$ cat config.mk
export PLATFORM = sky130hd
export DESIGN_NAME = multi_queue_shared_buffer
export DESIGN_NICKNAME = d
export VERILOG_FILES = /design/src/hw/rtl/mqsb_pkg.sv /design/src/hw/rtl/mqsb_ram.sv /design/src/hw/rtl/mqsb_ctrl.sv /design/src/hw/rtl/mqsb_datapath.sv /design/src/hw/rtl/multi_queue_shared_buffer.sv
export SDC_FILE = /design/constraint.sdc
export NUM_CORES = 1
export LEC_CHECK = 0
export ABC_CLOCK_PERIOD_IN_PS = 7200
export BUFFER_PORTS_ARGS = -buffer_cell sky130_fd_sc_hd__buf_2
export CORE_ASPECT_RATIO = 1.2
export CORE_MARGIN = 10
export CORE_UTILIZATION = 45
export DETAILED_ROUTE_END_ITERATION = 8
export GPL_TIMING_DRIVEN = 0
export PLACE_DENSITY = 0.65
export SETUP_SLACK_MARGIN = 0.4
export SLEW_MARGIN = 25
export SYNTH_ARGS = -nofsm -noshare
export SYNTH_HDL_FRONTEND = slang
export SYNTH_HIERARCHICAL = 1
export SYNTH_SLANG_ARGS = --single-unit
$ cat constraint.sdc
create_clock -name clk -period 7.2 [get_ports clk]
set_clock_uncertainty 0.05 [all_clocks]
set_input_delay 0.36 -clock clk [delete_from_list [all_inputs] [get_ports clk]]
set_output_delay 0.36 -clock clk [all_outputs]
set_load 0.1 [all_outputs]
$ cat src/hw/rtl/mqsb_pkg.sv
// Shared types and constants for the multi-queue shared buffer.
package mqsb_pkg;

  // Fixed port widths
  localparam int QueueIdW  = 2;
  localparam int PortWordW = 32;
  localparam int StatusW   = 2;

  // Operation codes
  localparam logic OP_PUSH = 1'b0;
  localparam logic OP_POP  = 1'b1;

  // Result status codes
  localparam logic [StatusW-1:0] STATUS_DONE  = 2'd0;
  localparam logic [StatusW-1:0] STATUS_FULL  = 2'd1;
  localparam logic [StatusW-1:0] STATUS_EMPTY = 2'd2;

  // Controller states
  typedef enum logic [1:0] {
    ST_IDLE,
    ST_LOOKUP,
    ST_COMMIT
  } state_t;

  // Commands from controller to datapath
  typedef struct packed {
    logic latch;   // capture the incoming transaction, start queue table read
    logic commit;  // apply all updates and load the result
  } cmd_t;

endpackage

$ cat src/hw/rtl/mqsb_ram.sv
// Generic single write port, single read port RAM with registered read.
module mqsb_ram #(
  parameter int WIDTH = 8,
  parameter int DEPTH = 16,
  localparam int AddrW = (DEPTH > 1) ? $clog2(DEPTH) : 1
) (
  input  logic             clk,
  input  logic             we,
  input  logic [AddrW-1:0] waddr,
  input  logic [WIDTH-1:0] wdata,
  input  logic [AddrW-1:0] raddr,
  output logic [WIDTH-1:0] rdata
);

  logic [WIDTH-1:0] mem [DEPTH];

  // Write and registered read
  always_ff @(posedge clk) begin
    if (we) begin
      mem[waddr] <= wdata;
    end
    rdata <= mem[raddr];
  end

endmodule

$ cat src/hw/rtl/mqsb_ctrl.sv
// Sequencer for one push or pop transaction: accept, lookup, commit.
module mqsb_ctrl (
  input  logic          clk,
  input  logic          rst,
  input  logic          start,
  output logic          busy,
  output mqsb_pkg::cmd_t cmd
);

  import mqsb_pkg::*;

  state_t state;
  state_t state_next;

  // State register
  always_ff @(posedge clk) begin
    if (rst) begin
      state <= ST_IDLE;
    end else begin
      state <= state_next;
    end
  end

  // Next state and commands
  always_comb begin
    state_next = state;
    cmd        = '0;
    busy       = 1'b1;
    case (state)
      ST_IDLE: begin
        busy = 1'b0;
        if (start) begin
          cmd.latch  = 1'b1;
          state_next = ST_LOOKUP;
        end
      end
      ST_LOOKUP: begin
        state_next = ST_COMMIT;
      end
      ST_COMMIT: begin
        cmd.commit = 1'b1;
        state_next = ST_IDLE;
      end
      default: begin
        state_next = ST_IDLE;
      end
    endcase
  end

endmodule

$ cat src/hw/rtl/mqsb_datapath.sv
// Pointer registers, queue table, link and slot memories, and result registers.
module mqsb_datapath #(
  parameter int SLOT_COUNT  = 16,
  parameter int QUEUE_COUNT = 4,
  parameter int WORD_WIDTH  = 32
) (
  input  logic                               clk,
  input  logic                               rst,
  input  mqsb_pkg::cmd_t                     cmd,
  input  logic                               operation,
  input  logic [mqsb_pkg::QueueIdW-1:0]      queue_id,
  input  logic signed [mqsb_pkg::PortWordW-1:0] push_word,
  output logic                               done,
  output logic signed [mqsb_pkg::PortWordW-1:0] pop_word,
  output logic [mqsb_pkg::StatusW-1:0]       status
);

  import mqsb_pkg::*;

  localparam int SlotW = $clog2(SLOT_COUNT);
  localparam int PtrW  = $clog2(SLOT_COUNT + 1);
  localparam int QW    = (QUEUE_COUNT > 1) ? $clog2(QUEUE_COUNT) : 1;
  localparam logic [PtrW-1:0] NullPtr = PtrW'(SLOT_COUNT);

  // Latched transaction
  logic                  op_r;
  logic [QW-1:0]         qid_r;
  logic                  q_ok_r;
  logic [WORD_WIDTH-1:0] word_r;

  // Free list head and count of slots ever taken from the initial chain
  logic [PtrW-1:0]        free_head;
  logic [PtrW-1:0]        fresh;
  logic [QUEUE_COUNT-1:0] empty;

  // Memory ports
  logic [QW-1:0]         qt_raddr;
  logic [2*PtrW-1:0]     qt_rdata;
  logic                  qt_we;
  logic [2*PtrW-1:0]     qt_wdata;
  logic [SlotW-1:0]      mem_raddr;
  logic [PtrW-1:0]       link_rdata;
  logic                  link_we;
  logic [SlotW-1:0]      link_waddr;
  logic [PtrW-1:0]       link_wdata;
  logic                  store_we;
  logic [WORD_WIDTH-1:0] store_rdata;

  // Commit decode
  logic            is_push;
  logic            q_empty;
  logic            push_ok;
  logic            pop_ok;
  logic            single;
  logic [PtrW-1:0] head;
  logic [PtrW-1:0] tail;
  logic [PtrW-1:0] new_head;

  assign head    = qt_rdata[2*PtrW-1:PtrW];
  assign tail    = qt_rdata[PtrW-1:0];
  assign is_push = (op_r == OP_PUSH);
  assign q_empty = empty[qid_r];
  assign single  = (head == tail);
  assign push_ok = is_push && q_ok_r && (free_head < NullPtr);
  assign pop_ok  = !is_push && q_ok_r && !q_empty;
  // last element of a queue has no valid link: the tail match marks it
  assign new_head = single ? NullPtr : link_rdata;

  // Read addresses: queue table during accept, then link and slot at the target slot
  assign qt_raddr  = cmd.latch ? QW'(queue_id) : qid_r;
  assign mem_raddr = (op_r == OP_PUSH) ? free_head[SlotW-1:0] : head[SlotW-1:0];

  // Write side, active only in the commit cycle of a successful transaction
  always_comb begin
    qt_we      = 1'b0;
    qt_wdata   = qt_rdata;
    link_we    = 1'b0;
    link_waddr = tail[SlotW-1:0];
    link_wdata = free_head;
    store_we   = cmd.commit && push_ok;
    if (cmd.commit && push_ok) begin
      qt_we      = 1'b1;
      qt_wdata   = {(q_empty ? free_head : head), free_head};
      link_we    = !q_empty;
      link_waddr = tail[SlotW-1:0];
      link_wdata = free_head;
    end else if (cmd.commit && pop_ok) begin
      qt_we      = 1'b1;
      qt_wdata   = {new_head, tail};
      link_we    = 1'b1;
      link_waddr = head[SlotW-1:0];
      link_wdata = free_head;
    end
  end

  // Transaction capture
  always_ff @(posedge clk) begin
    if (cmd.latch) begin
      op_r   <= operation;
      qid_r  <= QW'(queue_id);
      q_ok_r <= (32'(queue_id) < QUEUE_COUNT);
      word_r <= WORD_WIDTH'(push_word);
    end
  end

  // Free list, fill count and empty flags
  always_ff @(posedge clk) begin
    if (rst) begin
      free_head <= '0;
      fresh     <= '0;
      empty     <= '1;
    end else if (cmd.commit) begin
      if (push_ok) begin
        empty[qid_r] <= 1'b0;
        if (free_head == fresh) begin
          // untouched slot: its link is the next slot in order
          free_head <= free_head + 1'b1;
          fresh     <= fresh + 1'b1;
        end else begin
          free_head <= link_rdata;
        end
      end else if (pop_ok) begin
        free_head <= head;
        if (single) begin
          empty[qid_r] <= 1'b1;
        end
      end
    end
  end

  // Result registers
  always_ff @(posedge clk) begin
    if (rst) begin
      done <= 1'b0;
    end else begin
      done <= cmd.commit;
    end
    if (cmd.commit) begin
      if (is_push) begin
        pop_word <= '0;
        status   <= push_ok ? STATUS_DONE : STATUS_FULL;
      end else if (pop_ok) begin
        pop_word <= PortWordW'($signed(store_rdata));
        status   <= STATUS_DONE;
      end else begin
        pop_word <= '1;
        status   <= STATUS_EMPTY;
      end
    end
  end

  // Queue table: head and tail per queue
  mqsb_ram #(
    .WIDTH (2 * PtrW),
    .DEPTH (QUEUE_COUNT)
  ) u_qtable (
    .clk   (clk),
    .we    (qt_we),
    .waddr (qid_r),
    .wdata (qt_wdata),
    .raddr (qt_raddr),
    .rdata (qt_rdata)
  );

  // Link table
  mqsb_ram #(
    .WIDTH (PtrW),
    .DEPTH (SLOT_COUNT)
  ) u_link (
    .clk   (clk),
    .we    (link_we),
    .waddr (link_waddr),
    .wdata (link_wdata),
    .raddr (mem_raddr),
    .rdata (link_rdata)
  );

  // Slot store
  mqsb_ram #(
    .WIDTH (WORD_WIDTH),
    .DEPTH (SLOT_COUNT)
  ) u_store (
    .clk   (clk),
    .we    (store_we),
    .waddr (free_head[SlotW-1:0]),
    .wdata (word_r),
    .raddr (mem_raddr),
    .rdata (store_rdata)
  );

endmodule

$ cat src/hw/rtl/multi_queue_shared_buffer.sv
// Top level: several FIFO queues linked through one shared slot store.
//
//  channel   ports                                   handshake
//  -------   -------------------------------------   --------------------------
//  command   operation, queue_id, push_word          start && !busy
//  result    pop_word, status                        done, one cycle, no stall
//
// Each transaction runs through accept (queue table read), lookup (link
// and slot memory read at the target slot) and commit (all writes) in
// order, as set by the two chained registered reads of the queue table
// and then the link and slot memories. done is high in the cycle after
// commit, when a new start can already be taken. No clearing pass
// follows reset: a fill count stands in for the initial free chain.
module multi_queue_shared_buffer #(
  parameter int SLOT_COUNT  = 16,
  parameter int QUEUE_COUNT = 4,
  parameter int WORD_WIDTH  = 32
) (
  input  logic                                  clk,
  input  logic                                  rst,
  input  logic                                  start,
  output logic                                  busy,
  input  logic                                  operation,
  input  logic [mqsb_pkg::QueueIdW-1:0]         queue_id,
  input  logic signed [mqsb_pkg::PortWordW-1:0] push_word,
  output logic                                  done,
  output logic signed [mqsb_pkg::PortWordW-1:0] pop_word,
  output logic [mqsb_pkg::StatusW-1:0]          status
);

  import mqsb_pkg::*;

  cmd_t cmd;

  // Sequencer
  mqsb_ctrl u_ctrl (
    .clk   (clk),
    .rst   (rst),
    .start (start),
    .busy  (busy),
    .cmd   (cmd)
  );

  // Storage and update logic
  mqsb_datapath #(
    .SLOT_COUNT  (SLOT_COUNT),
    .QUEUE_COUNT (QUEUE_COUNT),
    .WORD_WIDTH  (WORD_WIDTH)
  ) u_datapath (
    .clk       (clk),
    .rst       (rst),
    .cmd       (cmd),
    .operation (operation),
    .queue_id  (queue_id),
    .push_word (push_word),
    .done      (done),
    .pop_word  (pop_word),
    .status    (status)
  );

endmodule
; Word-level counts from Yosys, hierarchy flattened
; Memory sizes are Yosys's and may differ from the RTL's. A register that Yosys moved wholly into a read port is not among the register bits.
; Cells that the tools add are included.
; W data, S select, Z words.
[word_totals]
elab_cells = 76
mem_bits_rw = 632
input_bits = 38
register_bits = 86
n_memories = 3
out_inout_bits = 36
[mem_list]
columns = name, depth, width, rd, rd_ports_with_merged_regs, wr, line
row1 = u_datapath.u_store.mem, 16, 32, 1, 1, 1, mqsb_ram.sv:15  ; logic [WIDTH-1:0] mem [DEPTH];
row2 = u_datapath.u_link.mem, 16, 5, 1, 1, 1, mqsb_ram.sv:15
row3 = u_datapath.u_qtable.mem, 4, 10, 1, 1, 1, mqsb_ram.sv:15
[op_classes]
n_bitwise = 4
addsub = 2
n_eq_ne = 5
reduce_logical = 12
order_cmp = 3
mux = 37
[ops]
columns = op, count
row1 = $mux W32, 1
row2 = $mux W5, 5
row3 = $mux W4, 6
row4 = $mux W10, 2
row5 = $mux W1, 16
row6 = $add A5 B1 Y5 const B, 2
row7 = $eq A5 B5 Y1, 2
row8 = $mux W2, 4
row9 = $reduce_and A3 Y1, 2
row10 = $logic_and A1 B1 Y1, 5
row11 = $lt A5 B5 Y1 const B, 1
row12 = $and A4 B4 Y4, 1
row13 = $not A4 Y4, 1
row14 = $or A4 B4 Y4, 1
row15 = $pmux W2 S2, 1
row16 = $reduce_bool A2 Y1, 2
row17 = $lt A2 B3 Y1 const B, 1
row18 = $bmux W1 S2, 1
row19 = $demux W1 S2, 1
row20 = $eq A2 B1 Y1 const B, 1
row21 = $eq A2 B2 Y1 const B, 1
row22 = $ge A2 B1 Y1 const B, 1
row23 = $logic_not A2 Y1, 1
row24 = $ne A2 B2 Y1 const B, 1
row25 = other kinds (3), 3

; Depth between registers and ports, before layout
; Gate-level depths: netlist of the first run.
[logic_depth]
depth_word = 9
ltp_mapped = 8
mapped_depth_nobuf = 6

; By module
; Netlist of the first run, hierarchy kept.
[modules_own_cells]
columns = module, area_per_inst_um2, n_inst, cells_each
row1 = mqsb_ram at u_datapath.u_store, 19854.0, 1, 838
row2 = mqsb_datapath, 3623.5, 1, 277
row3 = mqsb_ram at u_datapath.u_link, 3213.1, 1, 155
row4 = mqsb_ram at u_datapath.u_qtable, 1674.1, 1, 66
row5 = mqsb_ctrl, 82.6, 1, 7

; Worst setup path after synthesis of the first run
; OpenSTA, ideal clock, no wires.
[synth_path]
kind = reg2reg
start = reg u_ctrl.state[1]
end = mem u_datapath/u_store/mem[0][0] (netlist name), enable pin
n_path_buf = 2
setup_ns = 0.461
slack_ns = 1.077
period_less_slack_ns = 6.123
t_arrival_ns = 5.612
required_time_ns = 6.689
path_stages_with_launch = 8
cell_sequence = dfxtp_1 -> nor2b_1 -> clkbuf_1 -> nand2_1 -> inv_1 -> buf_2 -> or3b_2 -> nor3_1
[synth_lines]
columns = item, line
row1 = from (decl), mqsb_ctrl.sv:12  ; state_t state;
row2 = from (signal assigned), mqsb_ctrl.sv:20  ; state <= state_next;
row3 = to (decl), mqsb_ram.sv:15

==> out/qor.txt, run 1 <==
share of layout cells above drive strength 1 -> 0.283
pwr dens -> 289 nW/um2
num rows -> 100
All-Layer GR Usage -> 0.172
vias in the first global route -> 14606
total grt overflow -> 0
H-tree levels -> 3
post-synthesis xor/xnor area fraction -> 0.00462
Switch Pwr -> 2.19 mW
Final Max Slew Viols -> 0
Die Y -> 295 um
main combinational cell family by area after synthesis -> multiplexers
Crit Path Category -> reg -> reg
status -> completed
clock sinks -> 765
Logic pwr share -> 0.078
Final nets -> 1623
Placed Cells -> 2283
count of flip-flops with a built-in enable after synthesis -> 699
Flop pwr share -> 0.518
P_int -> 7.54 mW
Total Power -> 9.74 mW
fraction of registers with async set/reset -> 0
Max VDD drop -> 0.205 mV
CTS buffer count -> 76
Area Overhead vs Synth -> 18.4%
DR pass1 iterations -> 5
Netlist cell types -> 52
fin worst setup slack -> 2.56 ns
Synth Area in Simple Gates -> 0.0328
Detail Route Antenna Nets -> 0
fin area -> 33700 um2
worst hold slack -> 0.401 ns
Max-slew headroom -> 0.315
RSZ-0062 raised after global routing -> false
Critical Path Sink Type -> flop
vias post-DR -> 14049
final hold viol count -> 0
Max clock buf depth -> 3
Synth area leaders -> edfxtp_1 (74%), mux4_2 (13%), dfxtp_1 (4.6%), a22oi_1 (1.8%), nand2_1 (0.90%)
GP Congestion -> 0.795
Initial DRC Count -> 1294
final setup fails -> 0
# IOs -> 74
Post-synth top cells -> edfxtp_1 (699), mux4_2 (159), a22oi_1 (69)
fill count -> 4746
post-layout util -> 0.541
Synth top area share -> 0.738
cell with the most instances after synthesis -> edfxtp_1
Mean Syn Cell Area -> 21.2 um2
Post-Layout Cell Count -> 2462
CTS tree -> built
worst skew pair latency -> 0.62 ns
Routed WL -> 63100 um
Post-Synth Adder-Cell Area -> 0.000880
Mapped Nets -> 1383
DRC violations left -> 0
vias per cell -> 5.71
leading area contributor after synthesis -> edfxtp_1
Min-Delay Path Class -> in -> reg
Seq cells post-synth -> 765
Synth Cell Area -> 28400 um2
Max Freq -> 215 MHz
Buffers on Ports -> 73
hpwl dp -> 41400 um
final period utilization -> 0.645
Max-Cap Viols -> 0
Starting Density -> 0.457
Mapped Cells -> 1343
Final min period -> 4.64 ns
Antenna Cells -> 0
Die ar. -> 73700 um2
register area share after synthesis -> 0.784
CTS clk-pin slew, worst paths -> 0.06 ns
setup tns final -> 0 ns
largest net degree at the start of global routing -> 31
initial antenna violation count -> 1
post-place setup slack -> 2.55 ns
core footprint -> 62300 um2
Sw Ratio -> 0.225
Reg2Reg Setup Slack -> 2.56 ns
worst-margin pin slew -> 1.03 ns
Die Wd -> 250 um
CTS root buffer -> clkbuf_16
top_reg_cell synth -> edfxtp_1
Synth Area in Compound Gates -> 0.0344
Data required, critical path -> 7.46 ns
first-pass GRT wire length -> 94900 um
peak fanout along the critical path -> 13
mux contribution to synthesized area -> 0.131
leakage -> 10.9 nW
clock share of power -> 0.404
CP arrival -> 4.90 ns
Worst setup SP type -> flop
DP Area -> 30800 um2
Ys Warns -> 6
routed length per instance -> 25.6 um
critical path, cell delays in order, from the launching register on:
cell	delay [ns]
dfxtp_1	0.42
nor2b_4	0.54
buf_16	0.23
clkbuf_1	0.43
nand2_1	0.42
inv_1	0.21
buf_2	0.32
nand3b_1	0.37
nor3_2	0.63
buf_4	0.32
buf_6	0.18
buf_4	0.19
cells by family (layout without fill, tap and decap cells):
logic type               after synthesis  after routing
AO/OA/AOI/OAI                        132            132
adder cells (fa/ha/maj)                2              2
multiplexers                         172            172
flip-flops                           765            765
buffers and inverters                 68            371
AND/OR/NAND/NOR                      189            189
XOR/XNOR                              15             15
registers in the layout, summed over array words and instances, names as in the netlist, named ones only:
name,count
u_datapath/u_store/mem,512
u_datapath/u_link/mem,80
u_datapath/u_qtable/mem,40
u_datapath/pop_word,32
u_datapath/u_store/rdata,32
u_datapath/word_r,32
u_datapath/u_qtable/rdata,10
u_datapath/free_head,5
u_datapath/fresh,5
u_datapath/u_link/rdata,5
u_ctrl/state,2
u_datapath/qid_r,2
u_datapath/status,2
u_datapath/done,1
u_datapath/op_r,1
metal layers:
metal / GRT usage / vias up / share of wire / routed length, um
li1: - / 6047 / - / -
met1: 0.217 / 7408 / 0.40 / 25200
met2: 0.298 / 494 / 0.52 / 32600
met3: 0.0268 / 100 / 0.061 / 3840
met4: 0.0593 / 0 / 0.023 / 1480
met5: 0 / - / 0 / 0
layout by cell type, fill, tap and decap left out, drive strengths merged, types with 18 or more instances in the layout:
master / synthesis / routed
buf: 36 / 160
dfxtp: 66 / 66
o21a: 32 / 32
clkinv: 0 / 20
nand3: 18 / 18
dlygate4sd3: 0 / 38
nand2: 68 / 68
nor2: 42 / 42
edfxtp: 699 / 699
clkbuf: 29 / 128
a22oi: 69 / 69
mux4: 159 / 159
worst paths after layout:
kind                            start                            end  cells after the start
hold reg to reg   u_datapath/fresh[4]            u_datapath/fresh[4]                      1
hold / removal          push_word[15]          u_datapath/word_r[15]                      2
setup / recovery      u_ctrl/state[1]  u_datapath/u_store/mem[4][14]                     11
setup reg to reg      u_ctrl/state[1]  u_datapath/u_store/mem[4][14]                     11
area by class of cell:
type	instances	area, um2	area share
buffer	65	333	0.00988
timing repair buffer	162	1590	0.0471
clock inverter	42	459	0.0136
sequential	765	22300	0.662
clock buffer	99	2050	0.0608
tap	816	1020	0.0303
multi-input combinational	510	5920	0.176
inverter	3	11.3	0.000334
power groups by stage:
stage	Clock, mW	Sequential, mW	Combinational [mW]
2_1_floorplan	0	5.14	0.494
3_3_place_gp	0	5.14	0.730
3_5_place_dp	0	5.14	0.751
4_1_cts	4.01	5.05	0.771
5_1_grt	4.20	5.06	0.817
6_report	3.93	5.05	0.757
repair_timing:
| item | 4_1_cts | 5_1_grt |
|---|---|---|
| buffers inserted | 0 | 0 |
| endpoints found under the hold margin | 37 | 0 |
| gates resized for setup | 0 | 0 |
| hold buffers | 38 | 0 |
No activity file was read; power rests on OpenSTA's default activity.
==> inputs of run 2 (changes only) <==
- ABC_AREA: not set -> 1
- ABC_CLOCK_PERIOD_IN_PS: 7200 -> 4700
- clock period: 7.2 -> 4.7 ns (I/O delays scaled with it)
==> out/qor.txt, run 2 <==
status -> completed
leading area contributor after synthesis -> edfxtp_1
Data required, critical path -> 5.16 ns (-2.30 ns)
worst skew pair latency -> 0.64 ns (+0.02 ns)
Mean Syn Cell Area -> 10.7 um2 (-50%)
Antenna Cells -> 0 (unchanged)
gr busiest metal -> met2
Die ar. -> 82700 um2 (+12%)
vias post-DR -> 21236 (+51%)
Detail Route Antenna Nets -> 0 (unchanged)
Synth area leaders -> edfxtp_1 (65%), nand2_1 (10%), nand3_1 (7.5%), inv_1 (6.1%), dfxtp_1 (4.1%)
mux contribution to synthesized area -> 0 (-0.131)
Area Overhead vs Synth -> 16.2%
CTS buffer count -> 78 (+2.6%)
CTS clk-pin slew, worst paths -> 0.06 ns (about the same)
CP cell instances -> inv_2, o21ai_0, buf_2, clkbuf_1, nand3_1, nand3_1, nand2_1
Mapped Cells -> 3011 (+120%)
worst-margin pin slew -> 1.02 ns (-0.00624 ns)
Routed WL -> 83700 um (+33%)
leakage -> 15.8 nW (+45%)
RSZ-0062 raised after global routing -> false
routed length per instance -> 19.8 um (-23%)
Reg2Reg Setup Slack -> 0.91 ns (-1.64 ns)
Critical Path Sink Type -> flop
start point of the worst min-delay path -> push_word[24]
Die Wd -> 264 um (+5.9%)
Netlist cell types -> 39 (-25%)
vias per cell -> 5.03 (-12%)
most frequent cells in the layout -> nand2_1 (870), edfxtp_1 (699), inv_1 (522), nand3_1 (482), buf_2 (121)
Synth Cell Area -> 32200 um2 (+13%)
GP Congestion -> 0.821 (+3.2%)
Final Max Slew Viols -> 0 (unchanged)
CTS tree -> built
Crit path top cell by count -> nand3_1
CP arrival -> 4.25 ns (-0.65 ns)
# IOs -> 74 (unchanged)
final setup fails -> 0 (unchanged)
first-pass GRT wire length -> 127000 um (+33%)
All-Layer GR Usage -> 0.201 (+0.0296)
Synth top area share -> 0.652 (-0.0856)
Max Freq -> 264 MHz (+23%)
crit-path leading delay family -> buffers and inverters
Setup Buffers After CTS -> 0 (unchanged)
Min-Delay Path Class -> in -> reg
largest net degree at the start of global routing -> 34 (+9.7%)
CTS root buffer -> clkbuf_16
cell with the most instances after synthesis -> nand2_1
final period utilization -> 0.805 (+0.161)
met2 Track Usage GR -> 0.355 (+0.0574)
Max VDD drop -> 0.288 mV (+40%)
Synth Area in Simple Gates -> 0.195 (+0.162)
Top Registers -> u_datapath/u_store/mem x512, u_datapath/u_link/mem x80, u_datapath/u_qtable/mem x40
hpwl dp -> 56200 um (+36%)
met1 GRT Util -> 0.239 (+0.0223)
Total Power -> 16.0 mW (+64%)
share of layout cells above drive strength 1 -> 0.129 (-0.154)
post-synthesis xor/xnor area fraction -> 0.00163 (-0.00299)
initial antenna violation count -> 0 (-1)
peak fanout along the critical path -> 26 (+13)
Seq cells post-synth -> 765 (unchanged)
Final nets -> 3271 (+100%)
Buffers on Ports -> 73 (unchanged)
register area share after synthesis -> 0.693 (-0.0910)
Biggest register -> u_datapath/u_store/mem
Die Y -> 313 um (+5.9%)
Max clock buf depth -> 3 (unchanged)
fill count -> 6109 (+29%)
commonest non-fill, non-tap cell in the layout -> nand2_1
core footprint -> 71000 um2 (+14%)
count of flip-flops with a built-in enable after synthesis -> 699 (unchanged)
Max-slew headroom -> 0.312 (-0.00304)
hold path depth -> 2 (unchanged)
Ys Warns -> 6 (unchanged)
Mapped Nets -> 3051 (+120%)
worst hold slack -> 0.245 ns (-0.156 ns)
pwr dens -> 428 nW/um2 (+48%)
number of cells on the worst reg-to-reg path -> 7 (-4)
crit-path max cell delay -> 0.90 ns (+0.27 ns)
total grt overflow -> 0 (unchanged)
clock sinks -> 765 (unchanged)
Synth Area in Compound Gates -> 0.0139 (-0.0206)
Crit Path Category -> reg -> reg
Initial DRC Count -> 1793 (+39%)
WHS Endpoint -> u_datapath/word_r[24]
fin worst setup slack -> 0.915 ns (-1.64 ns)
top_reg_cell synth -> edfxtp_1
num rows -> 107 (+7.0%)
met3 Usage GRT -> 0.0289 (+0.00210)
vias in the first global route -> 20970 (+44%)
reg2reg start -> u_datapath/free_head[2]
Post-synth top cells -> nand2_1 (870), edfxtp_1 (699), inv_1 (523)
Post-Synth Adder-Cell Area -> 0.000778 (-0.000102)
Reg-to-Reg End -> u_datapath/u_store/rdata[13]
Worst setup SP type -> flop
final hold viol count -> 0 (unchanged)
post-place setup slack -> 0.804 ns (-1.75 ns)
Final min period -> 3.79 ns (-0.856 ns)
fraction of registers with async set/reset -> 0 (unchanged)
DRC violations left -> 0 (unchanged)
H-tree levels -> 3 (unchanged)
CP Buf/Inv Count -> 3 (-4)
Largest register FFs -> 512 (unchanged)
Starting Density -> 0.454 (-0.00301)
main combinational cell family by area after synthesis -> simple AND/OR/NAND/NOR gates
Worst path slowest cell -> dfxtp_1
DR pass1 iterations -> 5 (unchanged)
Max-Cap Viols -> 0 (unchanged)
==> run 2: per-stage QoR <==
step / TNS, ns / instances / utilization / instance area (um2)
global placement: -1050.44 / 4010 / 0.475 / 33700
floorplan: 0 / 3011 / - / 32200
detailed placement: 0 / 4040 / 0.486 / 34500
finish: 0 / 4222 / 0.527 / 37400
CTS: 0 / 4222 / 0.527 / 37400
global route: 0 / 4222 / 0.527 / 37400
==> run 2: timing repair <==
| action | in CTS | in global routing |
|---|---|---|
| gates resized for setup | 0 | 0 |
| hold endpoints to repair | 41 | 0 |
| hold buffers | 37 | 0 |
==> run 2: power by group <==
group	switching, mW	total [mW]	internal [mW]	leakage, nW
Clock	2.57	6.09	3.52	1.23
Sequential	0.157	7.79	7.64	6.95
Combinational	1.48	2.10	0.620	7.58
==> run 2: final cells by class <==
| class | count | area, um2 | share of cell area |
|---|---|---|---|
| Inverter | 567 | 2150 | 0.0574 |
| Multi-Input combinational cell | 1544 | 6930 | 0.185 |
| Sequential cell | 765 | 22300 | 0.597 |
| Buffer | 135 | 942 | 0.0252 |
| Tap cell | 926 | 1160 | 0.0310 |
| Timing Repair Buffer | 140 | 1370 | 0.0366 |
| Clock buffer | 109 | 2160 | 0.0577 |
| Clock inverter | 36 | 377 | 0.0101 |
==> run 2: kinds of logic (layout without fill, tap and decap cells) <==
| group | count (synthesis) | in the layout |
|---|---|---|
| and+or+nand+nor | 1457 | 1457 |
| DFF | 765 | 765 |
| buffers and inverters | 702 | 987 |
| AOI/OAI and AO/OA | 79 | 79 |
| xor gates and xnor gates | 6 | 6 |
| adders and majority gates | 2 | 2 |
==> run 2: worst max path at each step <==
stage / cells after the start / slack (ns) / end / from
4_1_cts: 7 / 0.77 / u_datapath/u_store/rdata[17] / u_datapath/free_head[3]
2_1_floorplan: 6 / 0.80 / u_datapath/u_store/mem[12][0] / u_ctrl/state[1]
3_5_place_dp: 7 / 0.80 / u_datapath/u_store/rdata[17] / u_datapath/free_head[3]
5_1_grt: 7 / 0.83 / u_datapath/u_store/rdata[13] / u_datapath/free_head[2]
6_report: 7 / 0.91 / u_datapath/u_store/rdata[13] / u_datapath/free_head[2]
3_3_place_gp: 6 / -2.21 / u_datapath/u_store/mem[9][23] / u_ctrl/state[1]
==> run 2: routing by layer <==
layer,vias up,wire length [um]
met1,10144,32400
li1,10197,-
met3,182,5150
met4,0,3310
met2,713,42800
met5,-,0
